--- src/hw/rtl/sha_pkg.sv ---
// SHA-256 package: round constants, initial hash values, mixing functions.
// Used by every module of the stream hasher; no dependencies.
package sha_pkg;
	localparam int unsigned BlockBytes = 64;
	localparam int unsigned QueueDepth = 4;

	typedef struct packed {
		logic [7:0] data_byte;
		logic       byte_valid;
		logic       finish;
	} sha_req_t;

	function automatic logic [31:0] round_k(input logic [5:0] i);
		logic [31:0] k;
		begin
			case (i)
				6'd0: k = 32'h428a2f98; 6'd1: k = 32'h71374491; 6'd2: k = 32'hb5c0fbcf;
				6'd3: k = 32'he9b5dba5; 6'd4: k = 32'h3956c25b; 6'd5: k = 32'h59f111f1;
				6'd6: k = 32'h923f82a4; 6'd7: k = 32'hab1c5ed5; 6'd8: k = 32'hd807aa98;
				6'd9: k = 32'h12835b01; 6'd10: k = 32'h243185be; 6'd11: k = 32'h550c7dc3;
				6'd12: k = 32'h72be5d74; 6'd13: k = 32'h80deb1fe; 6'd14: k = 32'h9bdc06a7;
				6'd15: k = 32'hc19bf174; 6'd16: k = 32'he49b69c1; 6'd17: k = 32'hefbe4786;
				6'd18: k = 32'h0fc19dc6; 6'd19: k = 32'h240ca1cc; 6'd20: k = 32'h2de92c6f;
				6'd21: k = 32'h4a7484aa; 6'd22: k = 32'h5cb0a9dc; 6'd23: k = 32'h76f988da;
				6'd24: k = 32'h983e5152; 6'd25: k = 32'ha831c66d; 6'd26: k = 32'hb00327c8;
				6'd27: k = 32'hbf597fc7; 6'd28: k = 32'hc6e00bf3; 6'd29: k = 32'hd5a79147;
				6'd30: k = 32'h06ca6351; 6'd31: k = 32'h14292967; 6'd32: k = 32'h27b70a85;
				6'd33: k = 32'h2e1b2138; 6'd34: k = 32'h4d2c6dfc; 6'd35: k = 32'h53380d13;
				6'd36: k = 32'h650a7354; 6'd37: k = 32'h766a0abb; 6'd38: k = 32'h81c2c92e;
				6'd39: k = 32'h92722c85; 6'd40: k = 32'ha2bfe8a1; 6'd41: k = 32'ha81a664b;
				6'd42: k = 32'hc24b8b70; 6'd43: k = 32'hc76c51a3; 6'd44: k = 32'hd192e819;
				6'd45: k = 32'hd6990624; 6'd46: k = 32'hf40e3585; 6'd47: k = 32'h106aa070;
				6'd48: k = 32'h19a4c116; 6'd49: k = 32'h1e376c08; 6'd50: k = 32'h2748774c;
				6'd51: k = 32'h34b0bcb5; 6'd52: k = 32'h391c0cb3; 6'd53: k = 32'h4ed8aa4a;
				6'd54: k = 32'h5b9cca4f; 6'd55: k = 32'h682e6ff3; 6'd56: k = 32'h748f82ee;
				6'd57: k = 32'h78a5636f; 6'd58: k = 32'h84c87814; 6'd59: k = 32'h8cc70208;
				6'd60: k = 32'h90befffa; 6'd61: k = 32'ha4506ceb; 6'd62: k = 32'hbef9a3f7;
				default: k = 32'hc67178f2;
			endcase
			return k;
		end
	endfunction

	function automatic logic [31:0] init_h(input logic [2:0] i);
		logic [31:0] h;
		begin
			case (i)
				3'd0: h = 32'h6a09e667; 3'd1: h = 32'hbb67ae85;
				3'd2: h = 32'h3c6ef372; 3'd3: h = 32'ha54ff53a;
				3'd4: h = 32'h510e527f; 3'd5: h = 32'h9b05688c;
				3'd6: h = 32'h1f83d9ab; default: h = 32'h5be0cd19;
			endcase
			return h;
		end
	endfunction

	function automatic logic [31:0] ror(input logic [31:0] x, input int unsigned n);
		return (x >> n) | (x << (32 - n));
	endfunction
endpackage

--- src/hw/rtl/sha_req_fifo.sv ---
// Request queue between the byte front end and the compression back end.
// Depends on sha_pkg.
module sha_req_fifo #(
	parameter int unsigned DEPTH = sha_pkg::QueueDepth
) (
	input  logic              clk,
	input  logic              arst_n,
	input  logic              in_valid,
	output logic              in_ready,
	input  sha_pkg::sha_req_t in_req,
	output logic              out_valid,
	input  logic              out_ready,
	output sha_pkg::sha_req_t out_req
);
	import sha_pkg::*;
	localparam int unsigned AW = (DEPTH > 1) ? $clog2(DEPTH) : 1;

	sha_req_t           mem_q [DEPTH];
	logic [AW-1:0]      wr_q, rd_q;
	logic [AW:0]        cnt_q;
	logic               push, pop;

	assign in_ready  = (cnt_q != (AW+1)'(DEPTH));
	assign out_valid = (cnt_q != '0);
	assign out_req   = mem_q[rd_q];
	assign push      = in_valid && in_ready;
	assign pop       = out_valid && out_ready;

	always_ff @(posedge clk) begin
		if (push) mem_q[wr_q] <= in_req;
	end

	always_ff @(posedge clk or negedge arst_n) begin
		if (!arst_n) begin
			wr_q  <= '0;
			rd_q  <= '0;
			cnt_q <= '0;
		end else begin
			if (push) wr_q <= (wr_q == AW'(DEPTH - 1)) ? '0 : wr_q + 1'b1;
			if (pop) rd_q <= (rd_q == AW'(DEPTH - 1)) ? '0 : rd_q + 1'b1;
			cnt_q <= cnt_q + (AW+1)'(push) - (AW+1)'(pop);
		end
	end

	a_no_overflow: assert property (@(posedge clk) disable iff (!arst_n)
		cnt_q <= (AW+1)'(DEPTH)) else $error("queue count beyond depth");
	a_push_count: assert property (@(posedge clk) disable iff (!arst_n)
		push && !pop |=> cnt_q == $past(cnt_q) + 1'b1) else $error("push lost");
	a_pop_count: assert property (@(posedge clk) disable iff (!arst_n)
		pop && !push |=> cnt_q == $past(cnt_q) - 1'b1) else $error("pop lost");
endmodule

--- src/hw/rtl/sha_core.sv ---
// Back end: block buffer, message schedule, 64-round compression, padding, digest output.
// Depends on sha_pkg.
module sha_core (
	input  logic              clk,
	input  logic              arst_n,
	input  logic              req_valid,
	output logic              req_ready,
	input  sha_pkg::sha_req_t req,
	output logic              out_valid,
	input  logic              out_ready,
	output logic [31:0]       digest_word,
	output logic [2:0]        word_index,
	output logic              last_word
);
	import sha_pkg::*;

	typedef enum logic [2:0] {
		ST_IDLE, ST_PAD, ST_LOAD, ST_ROUND, ST_ADD, ST_OUT
	} state_t;

	state_t       state_q;
	// bytes shift in at the bottom; after 64 of them byte 0 sits in the top bits
	logic [8*BlockBytes-1:0] blk_q;
	logic [31:0]  h_q [8];
	logic [31:0]  w_q [16];
	logic [31:0]  a_q, b_q, c_q, d_q, e_q, f_q, g_q, hh_q;
	logic [63:0]  bits_q;
	logic [5:0]   pos_q;
	logic [5:0]   rnd_q;
	logic [2:0]   oidx_q;
	logic         fin_q;   // compression belongs to finalization
	logic         len_q;   // 0x80 marker written
	logic         lenw_q;  // length bytes written, digest follows this compression
	logic         spill_q; // marker landed past byte 55: zero this block, length goes next
	logic [31:0]  wnew, t1, t2, s0, s1, big0, big1, ch, maj;
	logic [31:0]  dig_q;
	logic         ov_q;

	always_comb begin
		s0   = ror(w_q[1], 7) ^ ror(w_q[1], 18) ^ (w_q[1] >> 3);
		s1   = ror(w_q[14], 17) ^ ror(w_q[14], 19) ^ (w_q[14] >> 10);
		wnew = s1 + w_q[9] + s0 + w_q[0];
		big1 = ror(e_q, 6) ^ ror(e_q, 11) ^ ror(e_q, 25);
		ch   = (e_q & f_q) ^ (~e_q & g_q);
		t1   = hh_q + big1 + ch + round_k(rnd_q) + w_q[0];
		big0 = ror(a_q, 2) ^ ror(a_q, 13) ^ ror(a_q, 22);
		maj  = (a_q & b_q) ^ (a_q & c_q) ^ (b_q & c_q);
		t2   = big0 + maj;
	end

	assign req_ready   = (state_q == ST_IDLE);
	assign out_valid   = ov_q;
	assign digest_word = dig_q;
	assign word_index  = oidx_q;
	assign last_word   = (oidx_q == 3'd7);

	always_ff @(posedge clk or negedge arst_n) begin
		if (!arst_n) begin
			state_q <= ST_IDLE;
			bits_q  <= '0;
			pos_q   <= '0;
			rnd_q   <= '0;
			oidx_q  <= '0;
			fin_q   <= 1'b0;
			len_q   <= 1'b0;
			lenw_q  <= 1'b0;
			spill_q <= 1'b0;
			ov_q    <= 1'b0;
			for (int i = 0; i < 8; i++) h_q[i] <= init_h(3'(i));
		end else begin
			case (state_q)
				ST_IDLE: begin
					if (req_valid) begin
						fin_q   <= req.finish;
						len_q   <= 1'b0;
						lenw_q  <= 1'b0;
						spill_q <= 1'b0;
						if (req.byte_valid) begin
							blk_q  <= {blk_q[8*BlockBytes-9:0], req.data_byte};
							bits_q <= bits_q + 64'd8;
							pos_q  <= pos_q + 1'b1;
						end
						if (req.byte_valid && pos_q == 6'd63) state_q <= ST_LOAD;
						else if (req.finish) state_q <= ST_PAD;
					end
				end
				ST_PAD: begin
					// write 0x80, zero fill, length; one byte a cycle
					pos_q <= pos_q + 1'b1;
					if (!len_q) begin
						blk_q   <= {blk_q[8*BlockBytes-9:0], 8'h80};
						len_q   <= 1'b1;
						spill_q <= (pos_q > 6'd55);
						if (pos_q == 6'd63) state_q <= ST_LOAD;
					end else if (spill_q || pos_q < 6'd56) begin
						blk_q <= {blk_q[8*BlockBytes-9:0], 8'h00};
						if (pos_q == 6'd63) state_q <= ST_LOAD;
					end else begin
						blk_q <= {blk_q[8*BlockBytes-9:0], bits_q[8*(7-pos_q[2:0]) +: 8]};
						if (pos_q == 6'd63) begin
							lenw_q  <= 1'b1;
							state_q <= ST_LOAD;
						end
					end
				end
				ST_LOAD: begin
					for (int i = 0; i < 16; i++)
						w_q[i] <= blk_q[8*BlockBytes-1-32*i -: 32];
					a_q <= h_q[0]; b_q <= h_q[1]; c_q <= h_q[2]; d_q <= h_q[3];
					e_q <= h_q[4]; f_q <= h_q[5]; g_q <= h_q[6]; hh_q <= h_q[7];
					rnd_q <= '0;
					state_q <= ST_ROUND;
				end
				ST_ROUND: begin
					for (int i = 0; i < 15; i++) w_q[i] <= w_q[i+1];
					w_q[15] <= wnew;
					hh_q <= g_q; g_q <= f_q; f_q <= e_q; e_q <= d_q + t1;
					d_q <= c_q; c_q <= b_q; b_q <= a_q; a_q <= t1 + t2;
					rnd_q <= rnd_q + 1'b1;
					if (rnd_q == 6'd63) state_q <= ST_ADD;
				end
				ST_ADD: begin
					h_q[0] <= h_q[0] + a_q; h_q[1] <= h_q[1] + b_q;
					h_q[2] <= h_q[2] + c_q; h_q[3] <= h_q[3] + d_q;
					h_q[4] <= h_q[4] + e_q; h_q[5] <= h_q[5] + f_q;
					h_q[6] <= h_q[6] + g_q; h_q[7] <= h_q[7] + hh_q;
					oidx_q <= '0;
					if (!fin_q) state_q <= ST_IDLE;
					else if (lenw_q) state_q <= ST_OUT;
					else begin
						spill_q <= 1'b0;
						state_q <= ST_PAD;
					end
				end
				ST_OUT: begin
					if (!ov_q || out_ready) begin
						if (ov_q && oidx_q == 3'd7) begin
							ov_q <= 1'b0;
							bits_q <= '0;
							pos_q <= '0;
							for (int i = 0; i < 8; i++) h_q[i] <= init_h(3'(i));
							state_q <= ST_IDLE;
						end else begin
							dig_q <= h_q[ov_q ? oidx_q + 1'b1 : oidx_q];
							if (ov_q) oidx_q <= oidx_q + 1'b1;
							ov_q <= 1'b1;
						end
					end
				end
				default: state_q <= ST_IDLE;
			endcase
		end
	end

	a_out_index: assert property (@(posedge clk) disable iff (!arst_n)
		out_valid && !out_ready |=> $stable(word_index)) else $error("index moved under stall");
	a_busy: assert property (@(posedge clk) disable iff (!arst_n)
		state_q == ST_ROUND |-> !req_ready) else $error("accepted during rounds");
	a_round_end: assert property (@(posedge clk) disable iff (!arst_n)
		state_q == ST_ROUND && rnd_q == 6'd63 |=> state_q == ST_ADD) else $error("round count");
endmodule

--- src/hw/rtl/sha256_stream_hasher.sv ---
// Top level of the streaming SHA-256 hasher: request queue feeding the compression core.
// Depends on sha_pkg, sha_req_fifo, sha_core.
// A byte request is accepted only while the core is idle. The 64th byte of a block starts
// schedule load, 64 rounds at one per cycle, hash add. A finish request writes padding and
// length one byte a cycle, runs one or two compressions, then presents eight digest words,
// word 0 first, one per accepted cycle. Up to QUEUE_DEPTH (default 4) requests queue ahead.
module sha256_stream_hasher #(
	parameter int unsigned QUEUE_DEPTH = sha_pkg::QueueDepth
) (
	input  logic        clk,
	input  logic        arst_n,
	input  logic        in_valid,
	output logic        in_ready,
	input  logic [7:0]  data_byte,
	input  logic        byte_valid,
	input  logic        finish,
	output logic        out_valid,
	input  logic        out_ready,
	output logic [31:0] digest_word,
	output logic [2:0]  word_index,
	output logic        last_word
);
	import sha_pkg::*;

	sha_req_t in_req, q_req;
	logic     q_valid, q_ready;

	assign in_req = '{data_byte: data_byte, byte_valid: byte_valid, finish: finish};

	sha_req_fifo #(.DEPTH(QUEUE_DEPTH)) u_fifo (
		.clk, .arst_n, .in_valid, .in_ready, .in_req,
		.out_valid(q_valid), .out_ready(q_ready), .out_req(q_req)
	);

	sha_core u_core (
		.clk, .arst_n, .req_valid(q_valid), .req_ready(q_ready), .req(q_req),
		.out_valid, .out_ready, .digest_word, .word_index, .last_word
	);
endmodule

--- config.mk ---
export PLATFORM = sky130hd
export DESIGN_NAME = sha256_stream_hasher
export DESIGN_NICKNAME = d
export VERILOG_FILES = /design/src/hw/rtl/sha_pkg.sv /design/src/hw/rtl/sha_req_fifo.sv /design/src/hw/rtl/sha_core.sv /design/src/hw/rtl/sha256_stream_hasher.sv
export SDC_FILE = /design/constraint.sdc
export NUM_CORES = 2
export LEC_CHECK = 0
export BUFFER_PORTS_ARGS = -buffer_cell sky130_fd_sc_hd__clkbuf_2
export CORE_MARGIN = 8
export CORE_UTILIZATION = 62
export DETAILED_ROUTE_END_ITERATION = 10
export MAX_ROUTING_LAYER = met4
export PLACE_DENSITY = 0.89
export SKIP_LAST_GASP = 1
export SYNTH_ARGS = -nofsm -noshare
export SYNTH_HDL_FRONTEND = slang
export SYNTH_HIERARCHICAL = 1
export SYNTH_SLANG_ARGS = --single-unit
--- constraint.sdc ---
create_clock -name clk -period 31.9 [get_ports clk]
set_input_delay 4.785 -clock clk [delete_from_list [all_inputs] [get_ports clk]]
set_output_delay 4.785 -clock clk [all_outputs]
set_load 0.02 [all_outputs]
## After elaboration in Yosys (flattened, before gate mapping)

Memory sizes are Yosys's and may differ from the RTL's.
Index checks and enable logic that the tools add are counted.

- Register bits: 1,150
- Bits in writable memories: 552
- ROM bits: 2,048
- Input bits: 14
- Output and inout port bits: 38
- Word-level logic and storage cells: 243
- Memories: 3

- Add/subtract/negate cells: 27
- Magnitude comparators: 3
- Equality and inequality tests: 24
- Shifts and indexed selects: 1
- Multiplexer cells: 79
- Bitwise logic cells: 45
- Reductions and logical operators: 30

Memory list:

| memory | depth | bits a word | rd ports | clocked after memory_dff | wr ports | line | source |
|---|---|---|---|---|---|---|---|
| (name not given) | 64 | 32 | 1 | 0 | 0 | sha_pkg.sv:16 | `case (i)` |
| u_core.w_q | 16 | 32 | 16 | 0 | 16 | sha_core.sv:25 | `logic [31:0] w_q [16];` |
| u_fifo.mem_q | 4 | 10 | 1 | 0 | 1 | sha_req_fifo.sv:18 | `sha_req_t mem_q [DEPTH];` |

Operators by type and width:

| operator | count |
|---|---|
| 512-bit 2-to-1 mux | 2 |
| 512-bit one-hot mux with 2 select lines | 1 |
| 32-bit adder | 18 |
| 32-bit 2-to-1 mux | 18 |
| 256-bit 2-to-1 mux | 2 |
| 256-bit one-hot mux with 2 select lines | 1 |
| 32-bit one-hot mux with 2 select lines | 8 |
| 32-bit XOR | 9 |
| 64-bit 2-to-1 mux | 4 |
| 32-bit AND | 5 |
| 64-bit one-hot mux with 2 select lines | 1 |
| 32-bit binary-select mux with 3-bit select | 1 |
| 64-bit by 4-bit adder with 64-bit output, second input constant | 1 |
| 64-bit by 33-bit indexed part select with 8-bit output | 1 |
| 3-bit 2-to-1 mux | 12 |
| 32-bit inverter | 1 |
| 10-bit by 32-bit OR with 32-bit output | 1 |
| 13-bit by 32-bit OR with 32-bit output | 1 |
| 14-bit by 32-bit OR with 32-bit output | 1 |
| 15-bit by 32-bit OR with 32-bit output | 1 |
| 19-bit by 32-bit OR with 32-bit output | 1 |
| 21-bit by 32-bit OR with 32-bit output | 1 |
| 25-bit by 32-bit OR with 32-bit output | 1 |
| 26-bit by 32-bit OR with 32-bit output | 1 |
| 46 further kinds | 116 |

## Depth between registers and ports, before layout

- Word-level depth: 9
- Gate-level depth with buffers: 41
- Gate-level depth less buffers: 39

## Hierarchy

The synthesis kept the hierarchy.

By module, submodules not included:

| module | instances | cells each | area each (µm²) | sequential area each (µm²) |
|---|---|---|---|---|
| sha_core | 1 | 7,744 | 91,621.6 | 48,076.1 |
| sha_req_fifo | 1 | 95 | 1,925.6 | 1,376.3 |

## Least setup slack after synthesis

No wires, ideal clock.

- Path kind: input -> register
- From: in arst_n
- To: reg u_core.blk_q[0], enable pin
- Library setup time: 1.409 ns
- Arrival: 26.186 ns
- Data required time: 30.491 ns
- Setup slack: 4.304 ns
- Stages on the path: 2
- Path buffers: 0
- Path through: nand2_1 > nor2_1

- Word-level cells in the longest chain between the ends: 1

RTL lines:

| item | line | source |
|---|---|---|
| start, declared | sha256_stream_hasher.sv:11 | `input logic arst_n,` |
| 4-bit AND reduction (no line) | n/a |  |
| end signal, assigned | sha_core.sv:79 | `blk_q <= {blk_q[8*BlockBytes-9:0], req.data_byte};` |
| end signal, assigned | sha_core.sv:91 | `blk_q <= {blk_q[8*BlockBytes-9:0], 8'h80};` |
| end signal, assigned | sha_core.sv:96 | `blk_q <= {blk_q[8*BlockBytes-9:0], 8'h00};` |
| end, declared | sha_core.sv:23 | `logic [8*BlockBytes-1:0] blk_q;` |

Every way passes these cells.
A chain may end at the register's enable or synchronous reset.

## Worst setup path after layout

- From: reg u_core.rnd_q[0]
- To: reg u_core.a_q[29], data pin

- Word-level cells in the longest chain between the ends: 5

RTL lines:

| item | line | source |
|---|---|---|
| start, declared | sha_core.sv:29 | `logic [5:0] rnd_q;` |
| start signal, assigned | sha_core.sv:119 | `rnd_q <= rnd_q + 1'b1;` |
| memory read 64 x 32 bit | n/a |  |
| 32-bit adder (2 in series) | sha_core.sv:45 | `t1 = hh_q + big1 + ch + round_k(rnd_q) + w_q[0];` |
| 32-bit adder | sha_core.sv:118 | `d_q <= c_q; c_q <= b_q; b_q <= a_q; a_q <= t1 + t2;` |
| 32-bit one-hot mux with 2 select lines | sha_core.sv:71 | `case (state_q)` |
| end signal, assigned | sha_core.sv:109 | `a_q <= h_q[0]; b_q <= h_q[1]; c_q <= h_q[2]; d_q <= h_q[3];` |
| end signal, assigned | sha_core.sv:118 |  |
| end, declared | sha_core.sv:26 | `logic [31:0] a_q, b_q, c_q, d_q, e_q, f_q, g_q, hh_q;` |

Every way passes these cells.

==> qor.yml <==
grt_pass1_vias: 64702
cts.sinks: 1699
synth-seq-cells: 1699
status: "complete, no violations"
drt_iter0_markers: 8725
post-synth-top-count-cell: "edfxtp_1"
fillers: 10056
finalNonFillerCells: 9964
ant_nets: 0
drc: 0
slowest_delay_ns: 0.84
place_ws_ns: 21.84
crit_required_ns: 32.43
synth_edf_count: 1352
synth_fp_nets: 8450
rsz0062_at_grt: "no"
grt_antenna_before_repair: 14
cts_buffers: 173
end_kind: "register"
cts_tree: "done"
cp-start-kind: "register"
placed_area_um2: 95730
hold-path-endpoint: "u_core/blk_q[359]$_DFFE_PP_"
coreArea_um2: 149800
dr_total_vias: 65329
fin_ws_ns: 21.64
worst_slew_pin_slew_ns: 1.254
cts_buffer_depth: 3
hold_depth: 0
rows: 142
synth_top_area_share_pct: 43.40
overflow: 0
max_freq_mhz: 97.47
synth_area_leaders: "edfxtp_1 (43%), mux2_2 (6.5%), dfrtp_1 (5.6%)"
postSynthAreaPerCell_um2: 11.93
syn_to_final_growth_pct: 8.695
hold_buffers: 0
grt_usage_pct: 33.88
htreeDepth: 4
grt_start_max_net_pins: 191
final_layout_size_suffix_gt1_share_pct: 15.35
yosysUniqueCellTypes: 92
cts_setup_buffers: 0
yosys_warnings: 6
clock_latency_ns: 0.83
finalCritPeriodShare_pct: 32.16
ys_seq_area_share_pct: 52.86
period_needed_ns: 10.26
crit_path_top_delay_cell: "dfrtp_1"
initial_core_util_pct: 62.46
min_path_type: "reg -> reg"
r2r_slack_ns: 21.64
yosysTopAreaCell: "edfxtp_1"
synthCells: 7839
finalHoldViolations: 0
ys.flop_type: "edfxtp_1"
r2r-start: "u_core/rnd_q[0]$_DFFE_PN0N_"
finalClockSkew_ns: 0.06790
place.gp.congestion: 1.019
hpwl_um: 190100
yosys-top-cells-count: "edfxtp_1 (1352), nand2_1 (1004), mux2_2 (543)"
fp.dieH_um: 404.4
min_from: "u_core/blk_q[351]$_DFFE_PP_"
die_area_um2: 163600
cp.arrival_ns: 10.79
relSlewSlack_pct: 16.39
port_buffers: 51
fin_setup_tns_ns: 0
criticalPathCategory: "reg -> reg"
die_x_um: 404.4
drt_first_pass_iters: 7
viasPerCell: 6.557
max_cap_violations: 0
r2r_end: "u_core/a_q[29]$_DFFE_PP_"
stdcell_area_um2: 101700
root_buffer: "clkbuf_16"
dp_cells: 9629
syn_area_um2: 93550
clk_pin_slew_ns: 0.06
r2r_cells: 35
crit_fanout: 19
ctsResizeCount: 0
routed_wirelength_um: 273800
io_pins: 52
drv_slew: 0
nNetsFinal: 8399
setup_violations: 0
grt_pass1_wl_um: 409100
wire_per_inst_um: 27.48
async_reset_ff_share_pct: 20.42
[layout by cell type (no fill, tap or decap), types with 66 or more instances in the layout]
master     count
a21o_1       195
a21oi_1      459
buf_4         66
clkbuf_16    173
dfrtp_1      209
dfstp_2      136
edfxtp_1    1352
fa_1         196
ha_1         401
inv_1        347
mux2_2       543
mux4_2        93
nand2_1     1002
nand2b_1      68
nand3_1      111
nor2_1       390
nor3_1        84
o21ai_0      467
xnor2_1      373
xor2_1       252
[metal layers]
layer / wire length [um] / part of all wire (%) / vias up / global-route usage, %
met1: 107500 / 39 / 32259 / 46.01
li1: - / - / 28269 / -
met5: 0 / 0 / - / -
met2: 124000 / 45 / 4131 / 50.82
met4: 11390 / 4.2 / 0 / 12.11
met3: 30880 / 11 / 670 / 7.354
[kinds of logic (layout without fill, tap and decap cells)]
| kind of cell | Yosys count | count (layout) | share of synthesized area [%] |
|---|---|---|---|
| simple gates | 1938 | 1938 | 9.091 |
| flops | 1699 | 1699 | 52.86 |
| compound gates | 1612 | 1612 | 10.68 |
| buf+inv | 698 | 798 | 2.819 |
| mux | 666 | 666 | 9.096 |
| xor+xnor | 626 | 626 | 5.861 |
| fa+ha+maj | 600 | 600 | 9.590 |
| other cells | 0 | 9 | 0 |
[how the worst max path moves through the flow]
stage / end / from
5_1_grt: u_core/a_q[29]$_DFFE_PP_ / u_core/rnd_q[0]$_DFFE_PN0N_
3_3_place_gp: u_core/a_q[23]$_DFFE_PP_ / u_core/rnd_q[0]$_DFFE_PN0N_
3_5_place_dp: u_core/a_q[23]$_DFFE_PP_ / u_core/rnd_q[0]$_DFFE_PN0N_
4_1_cts: u_core/a_q[23]$_DFFE_PP_ / u_core/rnd_q[0]$_DFFE_PN0N_
6_report: u_core/a_q[29]$_DFFE_PP_ / u_core/rnd_q[0]$_DFFE_PN0N_
2_1_floorplan: u_core/blk_q[0]$_DFFE_PP_ / arst_n
[flip-flops by register name, indices dropped and copies added (netlist names), 3 cells and up]
register / flops
u_core/hh_q: 32
u_core/state_q: 3
u_core/a_q: 32
u_core/c_q: 32
u_fifo/mem_q: 40
u_core/digest_word: 32
u_core/w_q: 512
u_core/word_index: 3
u_core/pos_q: 6
u_core/f_q: 32
u_fifo/cnt_q: 3
u_core/g_q: 32
u_core/h_q: 256
u_core/blk_q: 512
u_core/rnd_q: 6
u_core/e_q: 32
u_core/b_q: 32
u_core/d_q: 32
u_core/bits_q: 61
[cell type report]
| cell class | count | area [um2] | share of cell area, % |
|---|---|---|---|
| Inverter | 350 | 1314 | 1.292 |
| Tap cell | 2016 | 2522 | 2.481 |
| Multi-Input combinational cell | 5442 | 41580 | 40.89 |
| Clock inverter | 125 | 1484 | 1.459 |
| Sequential cell | 1699 | 49460 | 48.64 |
| Timing Repair Buffer | 122 | 860.8 | 0.8466 |
| Antenna cell | 9 | 22.52 | 0.02215 |
| Clock buffer | 201 | 4444 | 4.371 |
[worst max-delay path, delay by kind of cell, from the launching register on]
family | cells | cell delay (ns)
AOI/OAI and AO/OA | 17 | 3.97
DFF | 1 | 0.84
and+or+nand+nor | 5 | 1.29
adders and majority gates | 6 | 2.73
buffers and inverters | 5 | 0.65
xor gates and xnor gates | 2 | 0.48
[stage by stage]
stage	util, %	hold slack, ns
final	67.89	0.4259
after floorplan	-	0.4204
after detailed placement	63.92	0.4278
after CTS	67.87	0.4167
after global placement	63.92	0.4216
after global routing	67.89	0.4290
Power is left out: the tool's default activity adds up to more than one toggle a clock period on the data nets, which glitch-free logic cannot reach.
